### src/hdl/hbd_pkg.sv
// Package for the tree-walk symbol decoder: field widths, default
// parameters, function codes and the index wrap helper.
// No dependencies.
package hbd_pkg;

  localparam int unsigned NODE_COUNT_DEF   = 512;
  localparam int unsigned SYMBOL_WIDTH_DEF = 8;
  localparam int unsigned PORT_IDX_W       = 9;
  localparam int unsigned PORT_SYM_W       = 8;

  localparam logic FUNC_LOAD   = 1'b0;
  localparam logic FUNC_DECODE = 1'b1;

  typedef struct packed {
    logic vld;
    logic full;
  } hbd_q_stat_t;

  // Port index modulo n, by conditional subtraction of n shifted left by decreasing amounts.
  function automatic logic [PORT_IDX_W-1:0] wrap_index(input logic [PORT_IDX_W-1:0] v,
                                                       input int unsigned n);
    logic [21:0] r;
    logic [21:0] m;
    r = 22'(v);
    for (int k = PORT_IDX_W; k >= 0; k--) begin
      m = 22'(n) << k;
      if (r >= m) begin
        r = r - m;
      end
    end
    return r[PORT_IDX_W-1:0];
  endfunction

endpackage

### src/hdl/hbd_front.sv
// Front end: accepts input items, wraps indexes, trims symbols and
// queues commands for the back end. Depends on hbd_pkg.
module hbd_front
  import hbd_pkg::*;
#(
  parameter int unsigned NODE_COUNT   = NODE_COUNT_DEF,
  parameter int unsigned SYMBOL_WIDTH = SYMBOL_WIDTH_DEF,
  localparam int unsigned IW    = $clog2(NODE_COUNT),
  localparam int unsigned NW    = 1 + SYMBOL_WIDTH + 2 * IW,
  localparam int unsigned CMD_W = 2 + IW + NW
) (
  input  logic                  clk,
  input  logic                  rst_n,
  input  logic                  in_push,
  output logic                  in_full,
  input  logic                  in_func,
  input  logic [PORT_IDX_W-1:0] in_node_index,
  input  logic                  in_node_leaf,
  input  logic [PORT_SYM_W-1:0] in_node_symbol,
  input  logic [PORT_IDX_W-1:0] in_left_child,
  input  logic [PORT_IDX_W-1:0] in_right_child,
  input  logic                  in_code_bit,
  output logic [CMD_W-1:0]      cmd,
  output hbd_q_stat_t           q_stat,
  input  logic                  cmd_pop
);

  localparam int unsigned QD = 2;
  localparam int unsigned EW = (SYMBOL_WIDTH > PORT_SYM_W) ? SYMBOL_WIDTH : PORT_SYM_W;

  logic [CMD_W-1:0] qbuf_r [QD];
  logic             wp_r, wp_nxt, rp_r, rp_nxt;
  logic [1:0]       cnt_r, cnt_nxt;
  logic             acc;
  logic [EW-1:0]    sym_ext;
  logic [IW-1:0]    idx_w, left_w, right_w;
  logic [CMD_W-1:0] cmd_in;

  always_comb begin
    sym_ext = EW'(in_node_symbol);
    idx_w   = IW'(wrap_index(in_node_index, NODE_COUNT));
    left_w  = IW'(wrap_index(in_left_child, NODE_COUNT));
    right_w = IW'(wrap_index(in_right_child, NODE_COUNT));
    cmd_in  = {in_func == FUNC_DECODE, in_code_bit, idx_w,
               in_node_leaf, sym_ext[SYMBOL_WIDTH-1:0], left_w, right_w};
  end

  assign in_full     = (cnt_r == 2'(QD));
  assign acc         = in_push && !in_full;
  assign q_stat.vld  = (cnt_r != 2'd0);
  assign q_stat.full = in_full;
  assign cmd         = qbuf_r[rp_r];

  always_comb begin
    wp_nxt  = wp_r;
    rp_nxt  = rp_r;
    cnt_nxt = cnt_r;
    if (acc) begin
      wp_nxt = ~wp_r;
    end
    if (cmd_pop) begin
      rp_nxt = ~rp_r;
    end
    priority if (acc && !cmd_pop) begin
      cnt_nxt = cnt_r + 2'd1;
    end else if (!acc && cmd_pop) begin
      cnt_nxt = cnt_r - 2'd1;
    end else begin
      cnt_nxt = cnt_r;
    end
  end

  always_ff @(posedge clk) begin
    if (!rst_n) begin
      wp_r  <= 1'b0;
      rp_r  <= 1'b0;
      cnt_r <= 2'd0;
    end else begin
      wp_r  <= wp_nxt;
      rp_r  <= rp_nxt;
      cnt_r <= cnt_nxt;
    end
  end

  always_ff @(posedge clk) begin
    if (acc) begin
      qbuf_r[wp_r] <= cmd_in;
    end
  end

endmodule

### config.mk
export PLATFORM = sky130hd
export DESIGN_NAME = hbd_front
export DESIGN_NICKNAME = d
export VERILOG_FILES = /design/src/hdl/hbd_pkg.sv /design/src/hdl/hbd_front.sv
export SDC_FILE = /design/constraint.sdc
export NUM_CORES = 1
export LEC_CHECK = 0
export BUFFER_PORTS_ARGS = -buffer_cell sky130_fd_sc_hd__buf_2
export CAP_MARGIN = 30
export CORE_UTILIZATION = 30
export CTS_CLUSTER_SIZE = 25
export DETAILED_ROUTE_END_ITERATION = 8
export PLACE_DENSITY = 0.5
export SLEW_MARGIN = 5
export SYNTH_ARGS = -nofsm -noshare
export SYNTH_HDL_FRONTEND = slang
export SYNTH_SLANG_ARGS = --single-unit
### constraint.sdc
create_clock -name clk -period 5.3 [get_ports clk]
set_input_delay 1.06 -clock clk [delete_from_list [all_inputs] [get_ports clk]]
set_output_delay 1.06 -clock clk [all_outputs]
set_load 0.03 [all_outputs]
Word-level counts from Yosys, hierarchy flattened
Memories as Yosys holds them, arrays and structs flattened. A register that Yosys moved wholly into a read port is not among the register bits.
Cells that the tools add are included.

storage, ports and cells
  bits in registers = 4
  RAM bits = 76
  bits of input ports = 42
  output and inout bits = 41
  word-level logic and storage cells = 23
  memories = 1

operators by class
  add/sub/neg operators = 2
  eq/ne operators = 1
  muxes and demuxes = 6
  bitwise logic cells = 2
  reduce and logical (&&, ||, !) cells = 8

memories
  name    words  bits a word  rd ports  clocked after memory_dff  wr ports  RTL line         text
  qbuf_r  2      38           1         1                         1         hbd_front.sv:31  logic [CMD_W-1:0] qbuf_r [QD];

operator list
  operator                                                            number
  1-bit 2-to-1 mux                                                    4
  2-bit 2-to-1 mux                                                    2
  2-bit nonzero test                                                  2
  1-bit logical AND                                                   3
  1-bit logical NOT                                                   3
  2-bit by 1-bit adder with 2-bit output, second input constant       1
  2-bit == test, second input constant                                1
  1-bit inverter                                                      2
  2-bit by 1-bit subtractor with 2-bit output, second input constant  1

Logic depth before layout (Yosys ltp)
  word-level depth = 7
  depth in mapped cells = 7
  depth with buffers taken out = 7

Least setup slack after synthesis
No wires, ideal clock.

  path kind = input-to-reg
  start = input in_push
  end = memory qbuf_r[0][0] (netlist name) (enable)
  setup time = 0.428 ns
  data arrival time = 2.663 ns
  required time = 4.872 ns
  slack = 2.209 ns
  stages = 2
  buffers on the path = 0
  cell sequence = inv_1 > nor3_2

between the ends
  cells in the longest elaborated chain, start to end = 3

RTL lines
  what                                    RTL line         text
  start, declared                         hbd_front.sv:14  input logic in_push,
  1-bit logical AND                       hbd_front.sv:49  assign acc = in_push && !in_full;
  1-bit 2-to-1 mux                        hbd_front.sv:86  if (acc) begin
  1-bit 2-to-1 mux (not written as such)  hbd_front.sv:87  qbuf_r[wp_r] <= cmd_in;
  end, declared                           hbd_front.sv:31

No other way between the ends.

==> qor.txt <==
vias per cell -> 4.23
dpl ws -> 2.64 ns
die area -> 10,400 um^2
# diodes -> 0
Crit Path Max Fanout -> 20
worst hold stages -> 2
Comb power frac -> 19.4%
antenna viol nets, final -> 0
DRC violations left -> 0
area occupied by registers -> 2380 um^2
area of the multi-input gates -> 562 um^2
DP Wirelength -> 3280 um
placed cell areas -> 3560 um^2
Worst Tran Pin Value -> 0.564 ns
max-slew violation count -> 0
Net Count, Synth -> 187
synthesized flop and latch total -> 81
die width -> 102 um
initial antenna violation count -> 0
Layout area overhead -> 26.4%
r2r endpoint -> cnt_r[1]$_SDFFE_PN0P_
vias in the first global route -> 1,543
M2 GR Usage -> 16.6%
CP Class -> flip-flop to primary output
Seq/Total Area, Yosys -> 79.7%
largest net degree at the start of global routing -> 40
FILL cells -> 936
Worst EP arrival -> 1.80 ns
multiplexer share of the synthesized area -> 14.3%
Peak Freq -> 350 MHz
Sw Pwr -> 428 uW
cell leakage power -> 1.42 nW
CP Cell Sequence -> buf_16, mux2_2, buf_2
Slowest-stage cell, CP -> dfxtp_2
H-tree levels -> 3
GR Util met3 -> 4.31%
GRT Max-Usage Layer -> met2
Final TNS setup -> 0 ns
Yosys top cell area share -> 76.3%
Post-synth top cells -> edfxtp_1 (76), mux2_2 (36), dfxtp_1 (5)
ys async rst share -> 0%
VDD IR-drop max -> 0.000133 V
effective utilization at floorplan -> 30.7%
Reg-to-Reg Start -> cnt_r[0]$_SDFFE_PN0P_
worst path bufs/invs -> 2
worst-skew pair later-pin latency -> 0.34 ns
Sw Ratio -> 28.1%
clk slew on worst S/H paths -> 0.08 ns
min cycle time layout -> 2.86 ns
post-CTS setup buffers -> 0
Sequential Power Share -> 52.3%
Finished Cell Area -> 3780 um^2
core area -> 9730 um^2
I/O Buffers -> 82
simple-gate portion of the synthesized area -> 2.01%
Synth Flop Type -> edfxtp_1
Worst Slack Setup Final -> 2.44 ns
Total Power -> 1.52 mW
clk sinks -> 81
Clock Path Buffers -> 2
GRT Residual Overflow -> 0
Crit. End Element -> primary output
XOR/XNOR share of the synthesized area -> 0.879%
GRT Total Usage -> 10.2%
Synth Area per Inst -> 20.8 um^2
Ys Warns -> 0
die height -> 102 um
total CTS buffers -> 9
Hold Path End -> cnt_r[1]$_SDFFE_PN0P_
CTS tree -> built
Clock Skew -> 0.0118 ns
first-pass GRT wire length -> 7590 um
share of layout cells above drive strength 1 -> 59.2%
Clock power frac -> 28.3%
complex-gate fraction of the synthesized area -> 0.921%
WHS -> 0.525 ns
via count -> 1,579
CTS Root Cell -> clkbuf_8
crit path launch type -> flip-flop
worst path required time -> 4.24 ns
initial DRC count -> 45
non-filler cells, final -> 373
# Max-Cap Violations -> 0
worst reg-to-reg path cell count -> 6
router iterations before antenna repair -> 4
final core occ -> 38.9%
Netlist Area Pre-Place -> 2990 um^2
Mapped Cells -> 144
Rel. slew slack -> 62.4%
post-CTS sizing -> 0
Area contributors post-synth -> edfxtp_1 (76%), mux2_2 (14%), dfxtp_1 (3.3%), buf_6 (0.75%), mux2_1 (0.75%)
RSZ-0062 raised after global routing -> no
CP peak stage delay -> 0.69 ns
routability cong. -> 0.651
Power Internal -> 1.10 mW
pwr/cell area -> 403 nW/um^2
final period utilization -> 53.9%
reg2reg setup slack -> 3.71 ns
min-delay src -> cnt_r[1]$_SDFFE_PN0P_
CTS Hold Buffers Added -> 0
Hold Path Class -> flip-flop to flip-flop
Post-synth EDFFs -> 76
Routed WL -> 5290 um
routed wire length per instance -> 14.2 um
largest family of logic cells by synthesized area -> multiplexers
IO Pins -> 83
adder-cell area share of the yosys netlist -> 0.418%
Hold Fails Final Rpt -> 0
met1 usage -> 11.6%
CP delay by family, top -> flip-flops
outcome -> completed
# rows -> 36
dominant cell type by area after synthesis -> edfxtp_1
Distinct cells, synth -> 23
most common cell in the synthesized netlist -> edfxtp_1
placed cell count -> 356
Nets -> 278
final-report setup violation count -> 0
## power by group through the flow
stage	Clock, mW	Sequential, mW	Combinational [mW]
2_1_floorplan	0	0.802	0.216
3_3_place_gp	0	0.816	0.286
3_5_place_dp	0	0.817	0.290
4_1_cts	0.451	0.803	0.291
5_1_grt	0.475	0.803	0.318
6_report	0.431	0.796	0.296
## routing by layer
metal / part of all wire, % / routed length, um
met1: 44 / 2300
met2: 48 / 2550
met3: 6.6 / 351
met4: 1.7 / 88
met5: 0 / 0
## state kept, by name (all words and copies together) (netlist names), named ones only
name / count
wp_r: 1
rp_r: 1
qbuf_r: 76
cnt_r: 2
## placed cells by master, fill, tap and decap left out, drive strengths merged, types with 2 or more instances in the layout
cell type / Yosys / routed
edfxtp: 76 / 76
clkbuf: 0 / 9
a21boi: 2 / 2
buf: 5 / 85
dfxtp: 5 / 5
inv: 3 / 4
clkinv: 0 / 4
and2: 3 / 3
mux2: 38 / 38
xor2: 2 / 2
## worst max-delay path by stage
stage	start	endpoint	slack, ns	cells past startpoint
final	flip-flop	cmd[3]	2.44	3
after global routing	flip-flop	cmd[30]	2.32	3
after CTS	flip-flop	cmd[16]	2.23	2
after detailed placement	flip-flop	cmd[3]	2.64	2
after global placement	flip-flop	cmd[16]	2.64	2
after floorplan	in_push	qbuf_r[0][0]$_DFFE_PP_	2.21	2
## cell type report
class	instances	share of cell area, %
multi-input combinational	55	14.9
inverter	3	0.298
timing repair buffer	85	12.3
clock inverter	7	1.82
sequential	81	63.0
clock buffer	9	3.28
tap	133	4.40
## kinds of logic after synthesis
| kind of cell | count (synthesis) |
|---|---|
| buffers and inverters | 8 |
| AND/OR/NAND/NOR | 9 |
| adder cells (fa/ha/maj) | 1 |
| AO/OA/AOI/OAI | 4 |
| flip-flops | 81 |
| multiplexers | 38 |
| XOR/XNOR | 3 |
## tightest hold or removal path, stage by stage, from the launching register on
cell and delay, ns:
dfxtp_1 0.33, o21ai_0 0.09, a21boi_1 0.06
Note: power is estimated with default switching activity, not from simulation.
